## config.mk

```make
export PLATFORM = sky130hd
export DESIGN_NAME = coin_classifier_roll_counter
export DESIGN_NICKNAME = d
export VERILOG_FILES = /design/src/rtl/core/ccrc_pkg.sv /design/src/rtl/core/coin_classifier_roll_counter.sv /design/src/rtl/core/ccrc_classify.sv /design/src/rtl/core/ccrc_state.sv
export SDC_FILE = /design/constraint.sdc
export NUM_CORES = 1
export LEC_CHECK = 0
export ABC_AREA = 1
export BUFFER_PORTS_ARGS = -buffer_cell sky130_fd_sc_hd__buf_2
export CORE_ASPECT_RATIO = 2
export CORE_MARGIN = 2
export CORE_UTILIZATION = 45
export CTS_CLUSTER_SIZE = 30
export DETAILED_ROUTE_END_ITERATION = 10
export HOLD_SLACK_MARGIN = 0.06
export SLEW_MARGIN = 20
export SYNTH_ARGS = -nofsm -noshare
export SYNTH_HDL_FRONTEND = slang
export SYNTH_SLANG_ARGS = --single-unit
export TNS_END_PERCENT = 100
```

## constraint.sdc

```tcl
create_clock -name clock -period 20.4 [get_ports clock]
set_input_delay 1.02 -clock clock [delete_from_list [all_inputs] [get_ports clock]]
set_output_delay 1.02 -clock clock [all_outputs]
set_load 0.02 [all_outputs]
```

## src/rtl/core/ccrc_pkg.sv

```systemverilog
// Shared types and constants for the coin classifier and roll counter.
package ccrc_pkg;

   localparam int unsigned NUM_ROLLS = 5;

   typedef enum logic [2:0] {
      DEST_NICKEL  = 3'd0,
      DEST_DIME    = 3'd1,
      DEST_QUARTER = 3'd2,
      DEST_LOONIE  = 3'd3,
      DEST_TWONIE  = 3'd4,
      DEST_OTHER   = 3'd5,
      DEST_BENT    = 3'd6
   } dest_type;

   typedef enum logic [2:0] {
      CSR_NICKEL_CAP  = 3'd0,
      CSR_DIME_CAP    = 3'd1,
      CSR_QUARTER_CAP = 3'd2,
      CSR_LOONIE_CAP  = 3'd3,
      CSR_TWONIE_CAP  = 3'd4,
      CSR_BENT_LIMIT  = 3'd5,
      CSR_OTHER_LIMIT = 3'd6
   } csr_index_type;

   localparam logic [5:0]  CAP_RESET [NUM_ROLLS] = '{6'd40, 6'd50, 6'd40, 6'd25, 6'd25};
   localparam logic [12:0] BENT_LIMIT_RESET  = 13'd2550;
   localparam logic [12:0] OTHER_LIMIT_RESET = 13'd5100;

   typedef struct packed {
      logic [2:0]  destination;
      logic        container_replaced;
      logic [15:0] fill_count;
      logic [12:0] container_weight;
      logic [15:0] full_units_made;
      logic [31:0] total_weight;
      logic [31:0] other_total_count;
   } rsp_type;

endpackage

```

## src/rtl/core/coin_classifier_roll_counter.sv

```systemverilog
// An accepted beat is held in the input register and then loaded into the result register.
// Throughput: one coin per cycle; the input register and the result register
// stall only when the result register is full and rsp_stall is high.
// Reset clears all counters, container weights and totals, loads the default
// roll capacities and container limits, and empties both registers.
module coin_classifier_roll_counter (
   input  logic        clock,
   input  logic        reset,
   input  logic        req_valid,
   output logic        req_stall,
   input  logic [7:0]  req_weight_code,
   input  logic [7:0]  req_diameter_code,
   input  logic        req_is_bent,
   input  logic [1:0]  req_image_match,
   output logic        rsp_valid,
   input  logic        rsp_stall,
   output logic [2:0]  rsp_destination,
   output logic        rsp_container_replaced,
   output logic [15:0] rsp_fill_count,
   output logic [12:0] rsp_container_weight,
   output logic [15:0] rsp_full_units_made,
   output logic [31:0] rsp_total_weight,
   output logic [31:0] rsp_other_total_count,
   input  logic        csr_write,
   input  logic [2:0]  csr_index,
   input  logic [12:0] csr_wdata
);

   logic        in_valid_ff, in_valid_in;
   logic [7:0]  weight_ff;
   logic [7:0]  diameter_ff;
   logic        bent_ff;
   logic [1:0]  image_ff;
   logic        out_valid_ff, out_valid_in;
   ccrc_pkg::rsp_type  out_ff;
   ccrc_pkg::rsp_type  rsp_next;
   ccrc_pkg::dest_type dest;
   logic        accept;
   logic        advance;

   assign advance   = in_valid_ff && (!out_valid_ff || !rsp_stall);
   assign req_stall = in_valid_ff && out_valid_ff && rsp_stall;
   assign accept    = req_valid && !req_stall;

   assign in_valid_in  = accept || (in_valid_ff && !advance);
   assign out_valid_in = advance || (out_valid_ff && rsp_stall);

   ccrc_classify u_classify (
      .weight_code   (weight_ff),
      .diameter_code (diameter_ff),
      .is_bent       (bent_ff),
      .image_match   (image_ff),
      .dest          (dest)
   );

   ccrc_state u_state (
      .clock       (clock),
      .reset       (reset),
      .csr_write   (csr_write),
      .csr_index   (csr_index),
      .csr_wdata   (csr_wdata),
      .advance     (advance),
      .weight_code (weight_ff),
      .dest        (dest),
      .rsp         (rsp_next)
   );

   always_ff @(posedge clock) begin
      if (reset) begin
         in_valid_ff  <= 1'b0;
         out_valid_ff <= 1'b0;
      end else begin
         in_valid_ff  <= in_valid_in;
         out_valid_ff <= out_valid_in;
      end
   end

   always_ff @(posedge clock) begin
      if (accept) begin
         weight_ff   <= req_weight_code;
         diameter_ff <= req_diameter_code;
         bent_ff     <= req_is_bent;
         image_ff    <= req_image_match;
      end
      if (advance) begin
         out_ff <= rsp_next;
      end
   end

   assign rsp_valid              = out_valid_ff;
   assign rsp_destination        = out_ff.destination;
   assign rsp_container_replaced = out_ff.container_replaced;
   assign rsp_fill_count         = out_ff.fill_count;
   assign rsp_container_weight   = out_ff.container_weight;
   assign rsp_full_units_made    = out_ff.full_units_made;
   assign rsp_total_weight       = out_ff.total_weight;
   assign rsp_other_total_count  = out_ff.other_total_count;

   a_accept_loads : assert property (@(posedge clock) disable iff (reset)
      accept |=> in_valid_ff)
      else $error("accepted beat not held in input register");

   a_full_stalls : assert property (@(posedge clock) disable iff (reset)
      (in_valid_ff && out_valid_ff && rsp_stall) |=> (in_valid_ff && out_valid_ff))
      else $error("beat lost while result register stalled");

   a_bent_no_count : assert property (@(posedge clock) disable iff (reset)
      (rsp_valid && rsp_destination == ccrc_pkg::DEST_BENT) |->
      (rsp_fill_count == 16'd0 && rsp_full_units_made == 16'd0))
      else $error("bent result carries roll counts");

   a_roll_no_weight : assert property (@(posedge clock) disable iff (reset)
      (rsp_valid && rsp_destination <= ccrc_pkg::DEST_TWONIE) |->
      (rsp_container_weight == 13'd0 && rsp_total_weight == 32'd0))
      else $error("roll result carries container weight");

   a_roll_replace_empty : assert property (@(posedge clock) disable iff (reset)
      (rsp_valid && rsp_container_replaced && rsp_destination != ccrc_pkg::DEST_BENT) |->
      (rsp_fill_count == 16'd0))
      else $error("replaced roll or container not empty");

endmodule

```

## src/rtl/core/ccrc_classify.sv

```systemverilog
// Weight and diameter window match, with bent and image checks, that picks a coin's destination.
module ccrc_classify (
   input  logic [7:0]          weight_code,
   input  logic [7:0]          diameter_code,
   input  logic                is_bent,
   input  logic [1:0]          image_match,
   output ccrc_pkg::dest_type  dest
);

   // weight bounds in hundredths of a gram, diameter bounds in tenths of a mm
   localparam int unsigned W_LO [ccrc_pkg::NUM_ROLLS] = '{360, 130, 400, 650, 675};
   localparam int unsigned W_HI [ccrc_pkg::NUM_ROLLS] = '{430, 220, 480, 750, 785};
   localparam int unsigned D_LO [ccrc_pkg::NUM_ROLLS] = '{202, 173, 228, 250, 269};
   localparam int unsigned D_HI [ccrc_pkg::NUM_ROLLS] = '{218, 187, 246, 270, 291};

   logic [17:0] wv;
   logic [17:0] dv;
   logic [ccrc_pkg::NUM_ROLLS-1:0] hit;

   assign wv = 18'(weight_code) * 18'd1000;
   assign dv = 18'(diameter_code) * 18'd300;

   always_comb begin
      for (int k = 0; k < ccrc_pkg::NUM_ROLLS; k++) begin
         hit[k] = (wv >= 18'(W_LO[k] * 255)) && (wv <= 18'(W_HI[k] * 255)) &&
                  (dv >= 18'((D_LO[k] - 100) * 255)) && (dv <= 18'((D_HI[k] - 100) * 255));
      end
   end

   always_comb begin
      dest = ccrc_pkg::DEST_OTHER;
      if (is_bent) begin
         dest = ccrc_pkg::DEST_BENT;
      end else if (image_match == 2'd0) begin
         // walk down so the lowest matching window wins
         for (int k = ccrc_pkg::NUM_ROLLS - 1; k >= 0; k--) begin
            if (hit[k]) begin
               dest = ccrc_pkg::dest_type'(3'(k));
            end
         end
      end
   end

endmodule

```

## src/rtl/core/ccrc_state.sv

```systemverilog
// Roll counters, container weights, totals and configuration registers.
module ccrc_state (
   input  logic               clock,
   input  logic               reset,
   input  logic               csr_write,
   input  logic [2:0]         csr_index,
   input  logic [12:0]        csr_wdata,
   input  logic               advance,
   input  logic [7:0]         weight_code,
   input  ccrc_pkg::dest_type dest,
   output ccrc_pkg::rsp_type  rsp
);

   localparam int unsigned NR = ccrc_pkg::NUM_ROLLS;

   logic [5:0]  cap_ff [NR];
   logic [12:0] bent_limit_ff;
   logic [12:0] other_limit_ff;

   logic [5:0]  roll_cnt_ff [NR];
   logic [5:0]  roll_cnt_in [NR];
   logic [15:0] rolls_done_ff [NR];
   logic [15:0] rolls_done_in [NR];
   logic [12:0] bent_raw_ff, bent_raw_in;
   logic [12:0] other_raw_ff, other_raw_in;
   logic [15:0] other_coins_ff, other_coins_in;
   logic [15:0] other_filled_ff, other_filled_in;
   logic [31:0] other_total_ff, other_total_in;
   logic [31:0] bent_wt_ff, bent_wt_in;
   logic [31:0] other_wt_ff, other_wt_in;

   logic [2:0]  idx;
   logic [6:0]  cnt_next;
   logic        roll_full;
   logic [13:0] bent_sum;
   logic        bent_full;
   logic [13:0] other_sum;
   logic        other_full;
   logic [15:0] other_coins_inc;

   function automatic logic [15:0] sat16_inc(input logic [15:0] v);
      return (v == 16'hFFFF) ? v : v + 16'd1;
   endfunction

   function automatic logic [31:0] sat32_add(input logic [31:0] v, input logic [7:0] a);
      logic [32:0] s;
      s = {1'b0, v} + 33'(a);
      return s[32] ? 32'hFFFF_FFFF : s[31:0];
   endfunction

   assign idx = (dest <= ccrc_pkg::DEST_TWONIE) ? 3'(dest) : 3'd0;

   always_comb begin
      roll_cnt_in     = roll_cnt_ff;
      rolls_done_in   = rolls_done_ff;
      bent_raw_in     = bent_raw_ff;
      other_raw_in    = other_raw_ff;
      other_coins_in  = other_coins_ff;
      other_filled_in = other_filled_ff;
      other_total_in  = other_total_ff;
      bent_wt_in      = bent_wt_ff;
      other_wt_in     = other_wt_ff;

      cnt_next  = 7'(roll_cnt_ff[idx]) + 7'd1;
      roll_full = cnt_next > 7'(cap_ff[idx]);

      // a container also turns over when the 13-bit sum would wrap
      bent_sum   = 14'(bent_raw_ff) + 14'(weight_code);
      bent_full  = (bent_sum > 14'(bent_limit_ff)) || bent_sum[13];
      other_sum  = 14'(other_raw_ff) + 14'(weight_code);
      other_full = (other_sum > 14'(other_limit_ff)) || other_sum[13];
      other_coins_inc = sat16_inc(other_coins_ff);

      rsp = '0;
      rsp.destination = 3'(dest);

      case (dest)
         ccrc_pkg::DEST_BENT: begin
            bent_wt_in  = sat32_add(bent_wt_ff, weight_code);
            bent_raw_in = bent_full ? 13'(weight_code) : bent_sum[12:0];
            rsp.container_replaced = bent_full;
            rsp.container_weight   = bent_raw_in;
            rsp.total_weight       = bent_wt_in;
         end
         ccrc_pkg::DEST_OTHER: begin
            other_total_in  = sat32_add(other_total_ff, 8'd1);
            other_wt_in     = sat32_add(other_wt_ff, weight_code);
            other_raw_in    = other_full ? 13'(weight_code) : other_sum[12:0];
            other_coins_in  = other_full ? 16'd0 : other_coins_inc;
            other_filled_in = other_full ? sat16_inc(other_filled_ff) : other_filled_ff;
            rsp.container_replaced = other_full;
            rsp.fill_count         = other_coins_in;
            rsp.container_weight   = other_raw_in;
            rsp.full_units_made    = other_filled_in;
            rsp.total_weight       = other_wt_in;
         end
         default: begin
            // drop the coin that overflows the roll
            roll_cnt_in[idx]   = roll_full ? 6'd0 : cnt_next[5:0];
            rolls_done_in[idx] = roll_full ? sat16_inc(rolls_done_ff[idx])
                                           : rolls_done_ff[idx];
            rsp.container_replaced = roll_full;
            rsp.fill_count         = 16'(roll_cnt_in[idx]);
            rsp.full_units_made    = rolls_done_in[idx];
         end
      endcase

      rsp.other_total_count = other_total_in;
   end

   always_ff @(posedge clock) begin
      if (reset) begin
         cap_ff          <= ccrc_pkg::CAP_RESET;
         bent_limit_ff   <= ccrc_pkg::BENT_LIMIT_RESET;
         other_limit_ff  <= ccrc_pkg::OTHER_LIMIT_RESET;
         for (int k = 0; k < NR; k++) begin
            roll_cnt_ff[k]   <= '0;
            rolls_done_ff[k] <= '0;
         end
         bent_raw_ff     <= '0;
         other_raw_ff    <= '0;
         other_coins_ff  <= '0;
         other_filled_ff <= '0;
         other_total_ff  <= '0;
         bent_wt_ff      <= '0;
         other_wt_ff     <= '0;
      end else begin
         if (csr_write) begin
            case (csr_index)
               ccrc_pkg::CSR_NICKEL_CAP:  cap_ff[0]      <= csr_wdata[5:0];
               ccrc_pkg::CSR_DIME_CAP:    cap_ff[1]      <= csr_wdata[5:0];
               ccrc_pkg::CSR_QUARTER_CAP: cap_ff[2]      <= csr_wdata[5:0];
               ccrc_pkg::CSR_LOONIE_CAP:  cap_ff[3]      <= csr_wdata[5:0];
               ccrc_pkg::CSR_TWONIE_CAP:  cap_ff[4]      <= csr_wdata[5:0];
               ccrc_pkg::CSR_BENT_LIMIT:  bent_limit_ff  <= csr_wdata;
               ccrc_pkg::CSR_OTHER_LIMIT: other_limit_ff <= csr_wdata;
               default: ;
            endcase
         end
         if (advance) begin
            roll_cnt_ff     <= roll_cnt_in;
            rolls_done_ff   <= rolls_done_in;
            bent_raw_ff     <= bent_raw_in;
            other_raw_ff    <= other_raw_in;
            other_coins_ff  <= other_coins_in;
            other_filled_ff <= other_filled_in;
            other_total_ff  <= other_total_in;
            bent_wt_ff      <= bent_wt_in;
            other_wt_ff     <= other_wt_in;
         end
      end
   end

endmodule

```

### Yosys cells after proc, flatten, opt, wreduce, memory -nomap -nowiden

Cells that the tools add are included.

| word-level totals | value |
|---|---|
| register bits | 454 |
| output and inout port bits | 115 |
| input bits | 40 |

| operators by class | value |
|---|---|
| reductions and logical operators | 44 |
| equality and inequality tests | 11 |
| bitwise operators | 2 |
| order comparisons | 26 |
| muxes and demuxes | 47 |
| add/subtract/negate cells | 9 |
| $mul | 2 |

Operator list:

| operator | number |
|---|---|
| 16-bit 2-to-1 mux | 11 |
| 32-bit 2-to-1 mux | 4 |
| 16-bit binary-select mux with 3-bit select | 2 |
| 80-bit bitwise mux | 1 |
| 32-bit by 8-bit adder with 33-bit output | 2 |
| 16-bit one-hot mux with 2 select lines | 2 |
| 32-bit one-hot mux with 2 select lines | 1 |
| 6-bit binary-select mux with 3-bit select | 3 |
| 17-bit by 15-bit greater-or-equal comparator with 1-bit output (second input constant) | 3 |
| 17-bit by 16-bit <= comparator with 1-bit output (second input constant) | 3 |
| 16-bit by 1-bit adder with 16-bit output (second input constant) | 3 |
| 16-bit demux with 3-bit select | 1 |
| 16-bit equality test (second input constant) | 3 |
| 6-bit 2-to-1 mux | 8 |
| 18-bit by 17-bit greater-or-equal comparator with 1-bit output (second input constant) | 2 |
| 18-bit greater-or-equal comparator (second input constant) | 2 |
| 18-bit by 17-bit <= comparator with 1-bit output (second input constant) | 2 |
| 18-bit <= comparator (second input constant) | 2 |
| 17-bit by 16-bit greater-or-equal comparator with 1-bit output (second input constant) | 2 |
| 17-bit by 15-bit <= comparator with 1-bit output (second input constant) | 2 |
| 32-bit by 1-bit adder with 33-bit output (second input constant) | 1 |
| 30-bit bitwise mux | 1 |
| 8-bit by 7-bit multiplier with 15-bit output (second input constant) | 2 |
| 13-bit by 8-bit adder with 14-bit output | 2 |
| other kinds (26) | 76 |

### Longest topological paths before layout

| depth | value |
|---|---|
| depth in word-level cells | 26 |
| gate-level depth with buffers | 51 |
| gate-level depth less buffers | 50 |

### Hierarchy

Synthesis repeated with hierarchy kept, for this count alone.

| second synthesis, totals | value |
|---|---|
| cell total of the unflattened synthesis | 4227 |
| area, all modules | 29664.7 µm² |

By module, submodules not included:

| module | cells an instance | instances | area each (µm²) |
|---|---|---|---|
| ccrc_state | 3411 | 1 | 21545.7 |
| ccrc_classify | 672 | 1 | 4063.9 |
| coin_classifier_roll_counter | 144 | 1 | 4055.1 |

### Worst setup path before layout

No wires, ideal clock.

| path | value |
|---|---|
| path kind | in2reg |
| start | in rsp_stall |
| end | reg u_state.rolls_done_ff[39] (netlist name) |
| arrival time | 7.821 ns |
| library setup time | 0.056 ns |
| slack | 12.522 ns |
| cell stages on the path | 11 |
| path buffers | 2 |
| cell sequence | nand2_1 > inv_1 > nor2_1 > inv_1 > nor2_1 > clkbuf_1 > nand2_1 > clkbuf_1 > a21oi_1 > o21ai_2 > inv_1 |

| on the way | value |
|---|---|
| cells in the longest elaborated chain, start to end | 4 |

Ends and longest elaborated chain:

| element | RTL line | text |
|---|---|---|
| start: declaration | coin_classifier_roll_counter.sv:16 | `input logic rsp_stall,` |
| 1-bit logical NOT | coin_classifier_roll_counter.sv:41 | `assign advance = in_valid_ff && (!out_valid_ff \|\| !rsp_stall);` |
| 1-bit logical OR | coin_classifier_roll_counter.sv:41 |  |
| 1-bit logical AND | coin_classifier_roll_counter.sv:41 |  |
| named net advance | coin_classifier_roll_counter.sv:39 | `logic advance;` |
| 2-bit AND reduction (no line) | -- |  |
| end signal: assignment | ccrc_state.sv:142 | `rolls_done_ff <= rolls_done_in;` |
| end: declaration | ccrc_state.sv:22 | `logic [15:0] rolls_done_ff [NR];` |

The timed path passes the listed nets, and every way through them passes these cells.
A chain may end at the register's enable or synchronous reset.

==> results.tsv <==
metric	value	unit
final_area	31000	sq um
slew_viol_final	0	
synth-seq-cells	454	
setup_viol	0	
ir_worst_vdd	0.0000922	V
antenna_found_initial	1	
fillCellCount	6270	
numCtsBuffers	45	
cp_max_fo	29	
yosys_warnings	0	
path_common_cell	nand2_1	
rsz0062_at_grt	no	
finalWorstSetupSlack	10110	ps
drv_cap	0	
drtIter0Drc	1588	
tightest_slew	1070	ps
switchingPower	1.22	mW
min_period	10290	ps
worstPathArrival	10640	ps
ctsResizeCount	0	
clk_latency	610	ps
viasPerCell	5.37	
die_h	358	um
hold_viol_final	0	
die_area	64700	sq um
layout_common_cells	nand2_1 (796), inv_1 (563), nor2_1 (354)	
hold_class	reg -> reg	
required	20750	ps
grt_pass1_vias	25500	
regArea	10400	sq um
synth_edf_count	132	
finalNetCount	4225	
core_area	61800	sq um
async_flop_share	0	
synth_nets	4141	
clkTransAtPathRegs	60	ps
gr-total-overflow	0	
cts_sinks	454	
wl_per_cell	18.1	um
place_area	29500	sq um
p_sw_frac	0.403	
hold_buffers	0	
combinationalPowerShare	0.373	
drtPass1Iterations	5	
cellPowerDensity	97.7	nW/um^2
dp_hpwl	63.9	mm
pin_count	155	
synth_cell_types	59	
skew	39.9	ps
ys_seq_area_frac	0.370	
fmax	97.2	MHz
drc	0	
portBuffers	154	
vias	25900	
ctsHtreeMaxLevel	2	
gp_congestion	0.946	
row_count	129	
syn_area_per_cell	7.18	sq um
clockBufferDepth	3	
final_common_cell	nand2_1	
cts_setup_buffers	0	
final_layout_size_suffix_gt1_frac	0.0932	
internal_power	1.81	mW
grt_pass1_wl	136	mm
slowest_delay	890	ps
final.setup.tns	0	ps
multi_input_comb_area	14900	sq um
finalCritPeriodShare	0.504	
die_w	181	um
placed_cells	4746	
grt.total_usage	0.266	
cts_root_buf	clkbuf_16	
setup.worst_path.class	reg -> reg	
status	finished, final reports clean	
seqPwrFrac	0.338	
wirelength	87.3	mm
dpl_worst_slack	10150	ps
ant_nets	0	
syn_to_final_growth	10.2	%
synth_flop_cell	dfxtp_1	
netlist_instances	3923	
grt_max_degree	116	
holdWs	459	ps
initial_core_util	0.455	
leakagePower	14.4	nW
start_kind	flip-flop	
crit_path_end_kind	flip-flop	
relSlewSlack	0.290	
cts_tree	yes	
clockPowerShare	0.289	
fin_cells	4833	
syn_area	28100	sq um
crit_slowest_cell	edfxtp_1	
## metrics by stage
step / utilization / power [mW]
finish: 0.502 / 3.03
global route: 0.502 / 3.23
CTS: 0.502 / 3.05
detailed placement: 0.478 / 2.17
global placement: 0.478 / 2.16
floorplan: - / 1.86
## power by group through the flow
stage	registers (mW)	clock network [mW]	logic (mW)
global placement	1.04	0	1.12
finish	1.02	0.875	1.13
floorplan	1.05	0	0.813
CTS	1.02	0.894	1.13
detailed placement	1.04	0	1.12
global route	1.03	0.924	1.27
## layout make-up
type                            instances  area share
Clock buffer                           66      0.0419
Antenna cell                            3    0.000242
Timing Repair Buffer                  181      0.0315
Inverter                              608      0.0737
Clock inverter                         18     0.00621
Multi-Input combinational cell       2717       0.479
Tap cell                              786      0.0317
Sequential cell                       454       0.336
## logic make-up after synthesis
logic type / after synthesis / synth area share
AO/OA/AOI/OAI: 830 / 0.164
adder cells (fa/ha/maj): 178 / 0.0877
XOR/XNOR: 86 / 0.0268
flip-flops: 454 / 0.370
buffers and inverters: 752 / 0.103
AND/OR/NAND/NOR: 1623 / 0.249
## metal layers
metal / track usage / wire, um
met5: 0 / 0
met3: 0.0219 / 2920
met4: 0.148 / 5080
met1: 0.274 / 32500
met2: 0.521 / 46800
## final timing paths
kind              slack [ps]               start  cells past startpoint                 endpoint
setup / recovery       10110        weight_ff[1]                     44  rsp_full_units_made[11]
hold reg to reg          460  u_state.cap_ff[29]                      2       u_state.cap_ff[29]
setup reg to reg       10110        weight_ff[1]                     44  rsp_full_units_made[11]
hold / removal           460  u_state.cap_ff[29]                      2       u_state.cap_ff[29]
## synth_stat cells (all sizes together), types with 16 or more instances
cell type | n | share of area
edfxtp | 132 | 0.14
nor2 | 379 | 0.054
dfxtp | 322 | 0.23
nand3 | 284 | 0.053
nor3 | 50 | 0.0089
nand2 | 819 | 0.11
fa | 32 | 0.023
nand4 | 47 | 0.010
clkbuf | 108 | 0.014
inv | 603 | 0.080
o22ai | 17 | 0.0038
o21ai | 350 | 0.064
a21oi | 334 | 0.060
ha | 146 | 0.065
xor2 | 77 | 0.024
a22o | 17 | 0.0053
buf | 36 | 0.0080
nor4 | 16 | 0.0036
o21bai | 28 | 0.0084
o211ai | 36 | 0.0096
## worst max-delay path, delay by kind of cell, from the launching register on
kind | cells | cell delay (ps)
AOI/OAI and AO/OA | 4 | 610
and+or+nand+nor | 25 | 4220
xor gates and xnor gates | 1 | 230
DFF | 1 | 890
adders and majority gates | 7 | 2610
buffers and inverters | 7 | 1450
## state kept, by name (all words and copies together), names as in the netlist, 30 cells and up
name,flops
u_state.rolls_done_ff,80
rsp_other_total_count,32
rsp_total_weight,32
u_state.bent_wt_ff,32
u_state.other_total_ff,32
u_state.other_wt_ff,32
u_state.cap_ff,30
u_state.roll_cnt_ff,30
(Power assumes the default switching activity.)
